<file path="config.mk">
export PLATFORM = sky130hd
export DESIGN_NAME = rka_queue
export DESIGN_NICKNAME = d
export VERILOG_FILES = /design/src/rtl/rka_pkg.sv /design/src/rtl/rka_queue.sv
export SDC_FILE = /design/constraint.sdc
export NUM_CORES = 1
export LEC_CHECK = 0
export BUFFER_PORTS_ARGS = -buffer_cell sky130_fd_sc_hd__buf_4
export CAP_MARGIN = 20
export CORE_ASPECT_RATIO = 0.5
export CORE_MARGIN = 4
export CORE_UTILIZATION = 30
export DETAILED_ROUTE_END_ITERATION = 7
export HOLD_SLACK_MARGIN = 0.05
export SYNTH_ARGS = -nofsm -noshare
export SYNTH_HDL_FRONTEND = slang
export SYNTH_SLANG_ARGS = --single-unit
</file>
<file path="constraint.sdc">
create_clock -name aclk -period 16.16 [get_ports aclk]
set_input_delay 3.232 -clock aclk [delete_from_list [all_inputs] [get_ports aclk]]
set_output_delay 3.232 -clock aclk [all_outputs]
set_load 0.1 [all_outputs]
</file>
<file path="src/rtl/rka_pkg.sv">
// shared types, constants and codes for the redlich-kister activity block
package rka_pkg;

    localparam int MAX_COMPONENTS = 16;
    localparam int MAX_PAIRS      = 64;
    localparam int POLY_ORDERS    = 4;

    localparam int COMP_W  = 4;
    localparam int PAIR_W  = 6;
    localparam int ORD_W   = 2;
    localparam int COEF_AW = PAIR_W + ORD_W;
    localparam int FRAC_W  = 25;
    localparam int CFG_AW  = 3;
    localparam int CFG_DW  = 32;

    localparam int QDEPTH  = 4;
    localparam int QAW     = 2;

    localparam logic [FRAC_W-1:0] ONE_Q24 = 25'd16777216;

    // request modes
    localparam logic [1:0] MODE_COEF = 2'd0;
    localparam logic [1:0] MODE_FRAC = 2'd1;
    localparam logic [1:0] MODE_COMP = 2'd2;
    localparam logic [1:0] MODE_NONE = 2'd3;

    // result status
    localparam logic [1:0] ST_OK  = 2'd0;
    localparam logic [1:0] ST_BAD = 2'd1;
    localparam logic [1:0] ST_SAT = 2'd2;

    // register indexes
    localparam logic [CFG_AW-1:0] REG_TEMP  = 3'd0;
    localparam logic [CFG_AW-1:0] REG_TLT   = 3'd1;
    localparam logic [CFG_AW-1:0] REG_PRESS = 3'd2;
    localparam logic [CFG_AW-1:0] REG_IRT   = 3'd3;
    localparam logic [CFG_AW-1:0] REG_COMPS = 3'd4;
    localparam logic [CFG_AW-1:0] REG_PAIRS = 3'd5;

    typedef struct packed {
        logic [1:0]         mode;
        logic [PAIR_W-1:0]  pair_entry;
        logic [ORD_W-1:0]   poly_order;
        logic [COMP_W-1:0]  comp_first;
        logic [COMP_W-1:0]  comp_second;
        logic signed [31:0] coef_u;
        logic signed [31:0] coef_s;
        logic signed [31:0] coef_cp;
        logic signed [31:0] coef_v;
        logic [COMP_W-1:0]  component;
        logic [FRAC_W-1:0]  fraction;
    } in_item_t;

    typedef struct packed {
        logic [COMP_W-1:0]  result_component;
        logic signed [31:0] ln_gamma;
        logic [1:0]         status;
        logic               last;
    } out_item_t;

    typedef struct packed {
        logic [1:0] op;
        in_item_t   item;
    } cmd_t;

    typedef struct packed {
        logic full;
        logic empty;
    } q_status_t;

endpackage

</file>
<file path="src/rtl/rka_queue.sv">
// short command queue between front and back
module rka_queue (
    input  logic               aclk,
    input  logic               aresetn,
    input  logic               push,
    input  rka_pkg::cmd_t      push_cmd,
    input  logic               pop,
    output rka_pkg::cmd_t      head,
    output rka_pkg::q_status_t status
);
    import rka_pkg::*;

    cmd_t           mem_reg [QDEPTH];
    logic [QAW-1:0] wr_reg;
    logic [QAW-1:0] rd_reg;
    logic [QAW:0]   cnt_reg;
    logic           do_push;
    logic           do_pop;

    assign status.full  = (cnt_reg == (QAW+1)'(QDEPTH));
    assign status.empty = (cnt_reg == '0);
    assign do_push = push && !status.full;
    assign do_pop  = pop && !status.empty;
    assign head    = mem_reg[rd_reg];

    always_ff @(posedge aclk) begin
        if (!aresetn) begin
            wr_reg  <= '0;
            rd_reg  <= '0;
            cnt_reg <= '0;
        end else begin
            if (do_push) begin
                wr_reg <= wr_reg + 1'b1;
            end
            if (do_pop) begin
                rd_reg <= rd_reg + 1'b1;
            end
            if (do_push && !do_pop) begin
                cnt_reg <= cnt_reg + 1'b1;
            end else if (do_pop && !do_push) begin
                cnt_reg <= cnt_reg - 1'b1;
            end
        end
    end

    always_ff @(posedge aclk) begin
        if (do_push) begin
            mem_reg[wr_reg] <= push_cmd;
        end
    end

endmodule

</file>
==> impl_metrics.csv <==
group,metric,value,unit
status,status,"completed",
synth,ys_seq_area_share,82.4,%
worst_setup_path,timing.rr.end,"mem_reg[1][168]",
worst_setup_path,crit_path_max_fanout,45,
synth,ys_ff_latch,717,
global_routing,overflow,0,
sta,max_freq,0.151,GHz
global_routing,grt_pass1_wl,84.7,mm
synth,synth_top_cell_by_area,"edfxtp_1",
clock_network,cts.sink_count,717,
die,num_io_pins,360,
sta,slew_violations,0,
placement,place_area,30000,um2
layout,fin_area,32300,um2
worst_setup_path,required,12930,ps
route,vias,11500,
clock_network,cts.clk_slew.worst_paths,60,ps
clock_network,post-cts-setup-buffers,0,
synth,ys_types,22,
die,die_w,424,um
clock_network,cts_tree,"built",
layout,nets,1566,
sta,worst_slack,9550,ps
clock_network,cts-resized-gates,0,
sta,relSlewSlack,33.1,%
route,routed_via_density,4.41,
route,drt-total-wl,58.1,mm
synth,yosysTopAreaCellShare,81.7,%
die,initial_core_util,30.3,%
layout,area_delta_synth_final,24.1,%
sta,finalClockSkew,14.6,ps
sta,fin_crit,6610,ps
route,wl_per_cell,22.3,um
job,drv_cap,0,
synth,synthTopCellsByArea,"edfxtp_1 82%, mux4_2 15%, dfxtp_1 0.69%, buf_6 0.69%, buf_2 0.37%",
sta,post-route-period-util,40.9,%
clock_network,cts_max_level,3,
placement,gp_congestion,0.732,
placement,place_ws,9610,ps
placement,place.port_buffers,359,
layout,largest_register_ffs,708,
placement,place_inst,2477,
clock_network,clock_latency,590,ps
sta,setup_violations,0,
die,die_y,216,um
sta,worst_slew_pin_slew,1000,ps
worst_setup_path,cp.arrival,3380,ps
sta,rsz0062_at_grt,"no",
route,ant_nets,0,
clock_network,hold_buffers,0,
die,fp.coreArea,86000,um2
die,die_area,91800,um2
synth,yosys_warnings,0,
worst_setup_path,cp-end-kind,"primary output",
synth,synthCells,973,
route,drtPass1Iterations,5,
clock_network,cts_buffers,70,
global_routing,grt_start_max_net_pins,103,
route,drc_errors,0,
worst_setup_path,cp-endpoint,"head[164]",
synth,synth_area,26000,um2
synth,synth.net_count,1160,
route,drtIter0Drc,695,
worst_setup_path,r2r_start,"cnt_reg[0]",
worst_setup_path,r2r_cells,5,
synth,synth_area_per_cell,26.7,um2
worst_hold_path,min-delay-path-class,"register to register",
sta,fin_tns_setup,0,ps
layout,drive_above_1_share,45.6,%
worst_setup_path,rrSetupSlack,12530,ps
clock_network,cts_root_buf,"clkbuf_16",
global_routing,grt.total_usage,12.4,%
sta,finalHoldViolations,0,
global_routing,grt_pass1_vias,12000,
worst_setup_path,critPathLaunchType,"register",
worst_setup_path,crit_type,"register to primary output",
layout,stdcell_count,2605,
global_routing,antenna_found_initial,4,
die,fp-row-count,76,
placement,hpwl,37.4,mm
clock_network,clockBufferDepth,3,
-- cell type report --
type,instances,area (um2)
Fill cell,7786,53700
Sequential cell,717,21400
Multi-Input combinational cell,211,4270
Timing Repair Buffer,376,2840
Clock buffer,90,1920
Tap cell,1170,1460
Clock inverter,34,314
Inverter,3,11.3
Antenna cell,4,10.0
-- cells by family (layout without fill, tap and decap cells) --
group,after synthesis,in the layout,share of synthesized area (%)
DFF,717,717,82.4
muxes,180,180,15.4
buffers and inverters,45,503,1.20
and+or+nand+nor,17,17,0.370
adders and majority gates,6,6,0.317
AOI/OAI and AO/OA,4,4,0.111
xor gates and xnor gates,4,4,0.135
other,0,4,0
-- routing by layer --
metal / share of wire [%] / track usage (%)
met1: 36 / 13.6
met2: 60 / 24.7
met3: 2.6 / 2.03
met4: 1.8 / 3.38
met5: 0 / 0
-- cell usage after synthesis --
master	instances
nor2b_1	2
buf_6	16
nand2_1	4
clkbuf_1	7
nor3_1	1
inv_1	3
and2_1	8
edfxtp_1	708
o31ai_1	1
mux4_2	177
fa_1	1
or3_1	1
xnor2_1	3
dfxtp_1	9
mux2i_1	3
xor2_1	1
o21ai_0	1
nor3b_1	1
o311ai_0	1
buf_2	19
a21boi_0	1
ha_1	5
-- stage by stage --
step                util, %  hold slack (ps)
global placement       34.9              492
finish                 37.5              503
global route           37.5              548
CTS                    37.5              517
detailed placement     34.9              509
floorplan                 -              468
-- worst min path at each step --
stage | start | end | slack (ps) | cells after the start
final | wr_reg[0] | wr_reg[0] | 500 | 2
after global routing | wr_reg[1] | wr_reg[1] | 550 | 2
after CTS | wr_reg[0] | wr_reg[0] | 520 | 2
after detailed placement | wr_reg[0] | wr_reg[0] | 510 | 2
after global placement | wr_reg[1] | wr_reg[1] | 490 | 2
after floorplan | wr_reg[1] | wr_reg[1] | 470 | 2
-- worst max-delay path, stage by stage (launching register included) --
cell and delay [ps]:
dfxtp_4 680, buf_4 670, buf_4 640, mux4_2 420, buf_4 250
-- cells in the final DEF, fill, tap and decap left out, types with 4 or more instances in the layout --
cell	n
nand2_1	4
and2_4	4
clkbuf_1	14
clkinv_1	17
dfxtp_1	7
diode_2	4
inv_6	4
and2_1	4
mux4_2	177
buf_4	375
clkinv_2	7
bufinv_16	6
ha_1	5
edfxtp_1	708
clkbuf_16	73
Power is left out: the tool's default activity adds up to more than one toggle a clock period on the data nets, which glitch-free logic cannot reach.
