$ cat src/rtl/rka_pkg.sv
// shared types, constants and codes for the redlich-kister activity block
package rka_pkg;

    localparam int MAX_COMPONENTS = 16;
    localparam int MAX_PAIRS      = 64;
    localparam int POLY_ORDERS    = 4;

    localparam int COMP_W  = 4;
    localparam int PAIR_W  = 6;
    localparam int ORD_W   = 2;
    localparam int COEF_AW = PAIR_W + ORD_W;
    localparam int FRAC_W  = 25;
    localparam int CFG_AW  = 3;
    localparam int CFG_DW  = 32;

    localparam int QDEPTH  = 4;
    localparam int QAW     = 2;

    localparam logic [FRAC_W-1:0] ONE_Q24 = 25'd16777216;

    // request modes
    localparam logic [1:0] MODE_COEF = 2'd0;
    localparam logic [1:0] MODE_FRAC = 2'd1;
    localparam logic [1:0] MODE_COMP = 2'd2;
    localparam logic [1:0] MODE_NONE = 2'd3;

    // result status
    localparam logic [1:0] ST_OK  = 2'd0;
    localparam logic [1:0] ST_BAD = 2'd1;
    localparam logic [1:0] ST_SAT = 2'd2;

    // register indexes
    localparam logic [CFG_AW-1:0] REG_TEMP  = 3'd0;
    localparam logic [CFG_AW-1:0] REG_TLT   = 3'd1;
    localparam logic [CFG_AW-1:0] REG_PRESS = 3'd2;
    localparam logic [CFG_AW-1:0] REG_IRT   = 3'd3;
    localparam logic [CFG_AW-1:0] REG_COMPS = 3'd4;
    localparam logic [CFG_AW-1:0] REG_PAIRS = 3'd5;

    typedef struct packed {
        logic [1:0]         mode;
        logic [PAIR_W-1:0]  pair_entry;
        logic [ORD_W-1:0]   poly_order;
        logic [COMP_W-1:0]  comp_first;
        logic [COMP_W-1:0]  comp_second;
        logic signed [31:0] coef_u;
        logic signed [31:0] coef_s;
        logic signed [31:0] coef_cp;
        logic signed [31:0] coef_v;
        logic [COMP_W-1:0]  component;
        logic [FRAC_W-1:0]  fraction;
    } in_item_t;

    typedef struct packed {
        logic [COMP_W-1:0]  result_component;
        logic signed [31:0] ln_gamma;
        logic [1:0]         status;
        logic               last;
    } out_item_t;

    typedef struct packed {
        logic [1:0] op;
        in_item_t   item;
    } cmd_t;

    typedef struct packed {
        logic full;
        logic empty;
    } q_status_t;

endpackage

$ cat src/rtl/rka_front.sv
// front end: accepts requests, drops unused codes, clamps fractions
module rka_front (
    input  logic              s_valid,
    output logic              s_ready,
    input  rka_pkg::in_item_t s_data,
    input  rka_pkg::q_status_t q_status,
    output logic              q_push,
    output rka_pkg::cmd_t     q_cmd
);
    import rka_pkg::*;

    always_comb begin
        s_ready = !q_status.full;
        q_push  = s_valid && !q_status.full && (s_data.mode != MODE_NONE);
        q_cmd.op   = s_data.mode;
        q_cmd.item = s_data;
        if (s_data.fraction > ONE_Q24) begin
            q_cmd.item.fraction = ONE_Q24;
        end
    end

endmodule

$ cat config.mk
export PLATFORM = sky130hd
export DESIGN_NAME = rka_front
export DESIGN_NICKNAME = d
export VERILOG_FILES = /design/src/rtl/rka_pkg.sv /design/src/rtl/rka_front.sv
export SDC_FILE = /design/constraint.sdc
export NUM_CORES = 1
export LEC_CHECK = 0
export BUFFER_PORTS_ARGS = -buffer_cell sky130_fd_sc_hd__buf_2
export CAP_MARGIN = 30
export CORE_AREA = 4 4 138 140
export DETAILED_ROUTE_END_ITERATION = 8
export DIE_AREA = 0 0 142 144
export MAX_ROUTING_LAYER = met4
export PLACE_DENSITY_LB_ADDON = 0.3
export SLEW_MARGIN = 10
export SYNTH_ARGS = -nofsm -noshare
export SYNTH_HDL_FRONTEND = slang
export SYNTH_SLANG_ARGS = --single-unit
$ cat constraint.sdc
create_clock -name vclk -period 0.8
set_input_delay 0.04 -clock vclk [all_inputs]
set_output_delay 0.04 -clock vclk [all_outputs]
set_load 0.01 [all_outputs]
==> results.json, run 1 <==
{
  "start_util_pct": 7.42,
  "crit_start": "s_data[24]",
  "final_util_pct": 4.32,
  "syn_inst": 182,
  "setup.worst_path.end_class": "primary output",
  "diodes": 0,
  "leakage_nw": 0.332,
  "first_global_vias": 584,
  "crit_required_ns": 0.76,
  "seq_area_um2": 0,
  "post-route-period-util_pct": 78.2,
  "core-area_um2": 17800,
  "rsz0062_at_grt": "no",
  "yosys.area.top_type_share_pct": 87.3,
  "routed_wl_um": 3440,
  "synth_cell_types": 6,
  "multi_input_area_um2": 160,
  "hold_viol_final": 0,
  "crit_type": "in -> out",
  "cp-start-kind": "input port",
  "clock_buffers": 0,
  "die_h_um": 144,
  "ctsHoldBuffers": 0,
  "grt_antenna_before_repair": 0,
  "slew_headroom_pct": 93.0,
  "gp_congestion": 0.613,
  "cp_max_fo": 25,
  "postCtsResizedCells": 0,
  "viasPerCell": 1.90,
  "area_growth_pct": -41.8,
  "syn_nets": 360,
  "slew_violations": 0,
  "drt_iter0_markers": 23,
  "grt_max_degree": 26,
  "dieWidth_um": 142,
  "crit_arrival_ns": 0.59,
  "finalNetCount": 268,
  "fin_crit_ns": 0.626,
  "die_area_um2": 20400,
  "maxCapViolations": 0,
  "seq_area_frac_synth_pct": 0,
  "nFillCells": 2101,
  "rows": 49,
  "dp_hpwl_um": 2960,
  "synth_area_leader_cell": "buf_4",
  "ant_nets": 0,
  "io_pins": 357,
  "drive_above_1_share_pct": 69.3,
  "via_count": 601,
  "ys_warn_count": 0,
  "gr-total-overflow": 0,
  "outcome": "completed",
  "avgRoutedWirePerCell_um": 10.8,
  "max_freq_mhz": 1600,
  "seq_cell_count": 0,
  "postCtsSetupBuffers": 0,
  "track_usage_pct": 2.68,
  "finalSetupTns_ns": 0,
  "yosys-top-cells-area": "buf_4 87%, nor2b_1 11%, and3_1 0.47%, clkbuf_1 0.28%, inv_1 0.28%",
  "syn_avg_cell_area_um2": 7.27,
  "grt_pass1_wl_um": 4020,
  "setup_violations": 0,
  "dr.pass1.iters": 4,
  "min_path_type": "in -> out",
  "syn-cell-area_um2": 1320,
  "power.density_nw_per_um2": 361,
  "peakVddDrop_mv": 0.0858,
  "min-delay-start": "s_data[103]",
  "tightest_slew_ns": 0.105,
  "port_buffers": 60,
  "drc_errors": 0
}
-- path summary, 6_finish.rpt --
path	end	slack (ns)	depth (start not counted)
max	q_cmd[4]	0.17	4
min	q_cmd[103]	0.08	0
-- worst max-delay path, cell delays in order --
cell	delay, ns
buf_2	0.11
buf_12	0.15
nor2b_1	0.12
buf_2	0.16
-- cell families (layout without fill, tap and decap cells) --
| group | after synthesis | in the layout | synth area share (%) |
|---|---|---|---|
| buf+inv | 156 | 62 | 87.9 |
| simple gates | 26 | 26 | 12.1 |
-- power by group --
part           switching (W)  internal (W)
Sequential                 0             0
Clock                      0             0
Combinational       0.000134      0.000145
Total               0.000134      0.000145
-- cells in the mapped netlist --
| library cell | count |
|---|---|
| nor2b_1 | 24 |
| buf_4 | 154 |
| and3_1 | 1 |
| nand2_1 | 1 |
| clkbuf_1 | 1 |
| inv_1 | 1 |
-- area by class of cell --
cell class	instances	area share, %
inverter	1	0.487
timing repair buffer	61	41.6
tap	229	37.2
multi-input combinational	26	20.8
-- layer usage --
metal / vias to the layer above / part of all wire, % / GRT usage (%)
li1: 203 / - / -
met3: 80 / 19 / 1.75
met2: 109 / 37 / 2.51
met5: - / 0 / -
met1: 209 / 26 / 2.56
met4: 0 / 17 / 4.75
-- metrics by stage --
| step | power, W | instance area (um2) | hold WS [ns] | cells | worst slack (ns) |
|---|---|---|---|---|---|
| 2_1_floorplan | 0.000890 | 1320 | 0.126 | 182 | 0.386 |
| 3_3_place_gp | 0.000285 | 771 | 0.0801 | 317 | 0.194 |
| 3_5_place_dp | 0.000281 | 771 | 0.0801 | 317 | 0.166 |
| 4_1_cts | 0.000282 | 771 | 0.0801 | 317 | 0.166 |
| 5_1_grt | 0.000304 | 771 | 0.0800 | 317 | 0.145 |
| 6_report | 0.000278 | 771 | 0.0800 | 317 | 0.174 |
-- placed cells by master, fill, tap and decap left out --
cell type	instances
and3_1	1
buf_12	1
buf_2	60
inv_1	1
nand2_1	1
nor2b_1	24
No activity file was read; power rests on OpenSTA's default activity.
==> run 2: changes to the inputs <==
--- a/config.mk
+++ b/config.mk
@@ -5,11 +5,12 @@
 export SDC_FILE = /design/constraint.sdc
 export NUM_CORES = 1
 export LEC_CHECK = 0
+export ABC_AREA = 1
 export BUFFER_PORTS_ARGS = -buffer_cell sky130_fd_sc_hd__buf_2
 export CAP_MARGIN = 30
-export CORE_AREA = 4 4 138 140
+export CORE_AREA = 4 4 136 138
 export DETAILED_ROUTE_END_ITERATION = 8
-export DIE_AREA = 0 0 142 144
+export DIE_AREA = 0 0 140 142
 export MAX_ROUTING_LAYER = met4
 export PLACE_DENSITY_LB_ADDON = 0.3
 export SLEW_MARGIN = 10
==> run 2 against run 1 <==
The run now ends with negative setup slack left. Synthesized area grew 19%. Count of clock-buffer cells in the layout stayed put. Combinational power rose by 85%. Die area fell by 2.8%. Fmax shrank 44%. Sequential share of layout area unchanged. Synthesized cell count up 27%. Global-route usage increased by 1.7 points. Hold slack did not move. Critical endpoint is now q_cmd[17]. Largest cell class unchanged.
==> results.json, run 2 <==
{
  "power.density_nw_per_um2": 370,
  "slew_violations": 0,
  "crit_start": "s_data[4]",
  "netlist_top_cells_count": "152 x buf_4, 25 x inv_1, 19 x a21oi_2",
  "drt_iter0_markers": 6,
  "worstPathCellList": "buf_2 -> nor2_1 -> nand2_2 -> nor2_4 -> nand3_4 -> clkbuf_16 -> a21oi_2 -> buf_2",
  "crit_path_top_delay_cell": "clkbuf_16",
  "viasPerCell": 2.48,
  "clock_buffers": 0,
  "layout_common_cells": "41 x buf_2, 25 x inv_1, 20 x a21oi_2, 20 x buf_6, 11 x buf_4",
  "layout_commonest_cell": "buf_2",
  "area_growth_pct": -12.1,
  "yosysMostFrequentCell": "buf_4",
  "routed_wl_um": 5080,
  "rsz0062_at_grt": "yes",
  "yosys-top-cells-area": "buf_4 72%, a21oi_2 11%, inv_1 5.9%, nor2_1 3.3%, nand2_1 1.7%",
  "die_area_um2": 19900,
  "crit_family": "buffers and inverters",
  "seq_area_frac_synth_pct": 0,
  "crit_type": "in -> out",
  "dp_hpwl_um": 4370,
  "setup.worst_path.end_class": "primary output",
  "fin_area_um2": 1390,
  "gp_congestion": 0.655,
  "peakVddDrop_mv": 0.130,
  "first_global_vias": 992,
  "fin_ws_ns": -0.318,
  "ctsHoldBuffers": 0,
  "dieWidth_um": 140,
  "drc_errors": 0,
  "critPathBufInv": 3,
  "cp_common_cell": "buf_2",
  "cp-start-kind": "input port",
  "slowest_delay_ns": 0.21,
  "grt_pass1_wl_um": 6410,
  "synth_cell_types": 12,
  "synth_area_leader_cell": "buf_4",
  "slew_headroom_pct": 89.9,
  "track_usage_pct": 4.40,
  "die_h_um": 142,
  "seq_cell_count": 0,
  "syn_avg_cell_area_um2": 6.83,
  "min-delay-start": "s_data[140]",
  "syn_inst": 231,
  "setup_violations": 24,
  "seq_area_um2": 0,
  "io_pins": 357,
  "cp_max_fo": 9,
  "core-area_um2": 17200,
  "hold_viol_final": 0,
  "p_total_w": 0.000514,
  "placed_cell_area_um2": 1110,
  "grt_antenna_before_repair": 1,
  "gr-total-overflow": 0,
  "port_buffers": 60,
  "rows": 48,
  "min_path_type": "in -> out",
  "dr.pass1.iters": 2,
  "avgRoutedWirePerCell_um": 13.6,
  "post-route-period-util_pct": 140,
  "max_freq_mhz": 894,
  "outcome": "finished, violations left",
  "drive_above_1_share_pct": 79.2,
  "yosys.area.top_type_share_pct": 72.3,
  "ant_nets": 0,
  "grt_max_degree": 19,
  "syn-cell-area_um2": 1580,
  "tightest_slew_ns": 0.152,
  "final_util_pct": 8.08,
  "start_util_pct": 9.19,
  "syn_nets": 409,
  "leakage_nw": 0.619,
  "nFillCells": 2044,
  "ys_warn_count": 0,
  "finalNetCount": 329,
  "violations": "negative setup slack",
  "diodes": 0,
  "via_count": 929,
  "fin_crit_ns": 1.12,
  "crit_arrival_ns": 1.08,
  "crit_required_ns": 0.76,
  "maxCapViolations": 0
}
## run 2: final timing paths
check	end	slack, ns	cells past startpoint
setup / recovery	q_cmd[17]	-0.32	8
hold / removal	q_cmd[140]	0.08	0
## run 2: cells by family after synthesis
kind of cell,after synthesis,share of synthesized area (%)
compound gates,25,13.2
buf+inv,183,80.8
simple gates,23,6.03
## run 2: area by class of cell
cell class,instances,area [um2],area share (%)
inverter,25,93.8,6.76
multi-input combinational,48,409,29.5
tap,225,282,20.3
timing repair buffer,76,603,43.5
## run 2: layer usage
| metal | routed length, um | part of all wire (%) | global-route usage (%) |
|---|---|---|---|
| met4 | 274 | 5.4 | 2.45 |
| met5 | 0 | 0 | - |
| met3 | 1140 | 22 | 3.60 |
| met1 | 1320 | 26 | 3.36 |
| met2 | 2350 | 46 | 7.27 |
## run 2: per-stage QoR
step	worst slack (ns)	setup TNS, ns	std cells	hold WS [ns]
floorplan	-0.0135	-0.242	231	0.131
global placement	-0.500	-10.32	371	0.0801
detailed placement	-0.482	-9.98	371	0.0801
CTS	-0.306	-6.87	372	0.0801
global route	-0.403	-9.01	374	0.0800
finish	-0.318	-6.87	374	0.0800
## run 2: what timing repair did
item                       CTS  global route
setup endpoints to repair   24            24
pin swaps                    3             6
gates resized for setup     36            16
gates cloned                 0             2
setup buffers                1             0
hold endpoints to repair     0             0
## run 2: where the power goes
part | switching, W | internal (W)
logic | 0.000243 | 0.000271
clock network | 0 | 0
registers | 0 | 0
total | 0.000243 | 0.000271
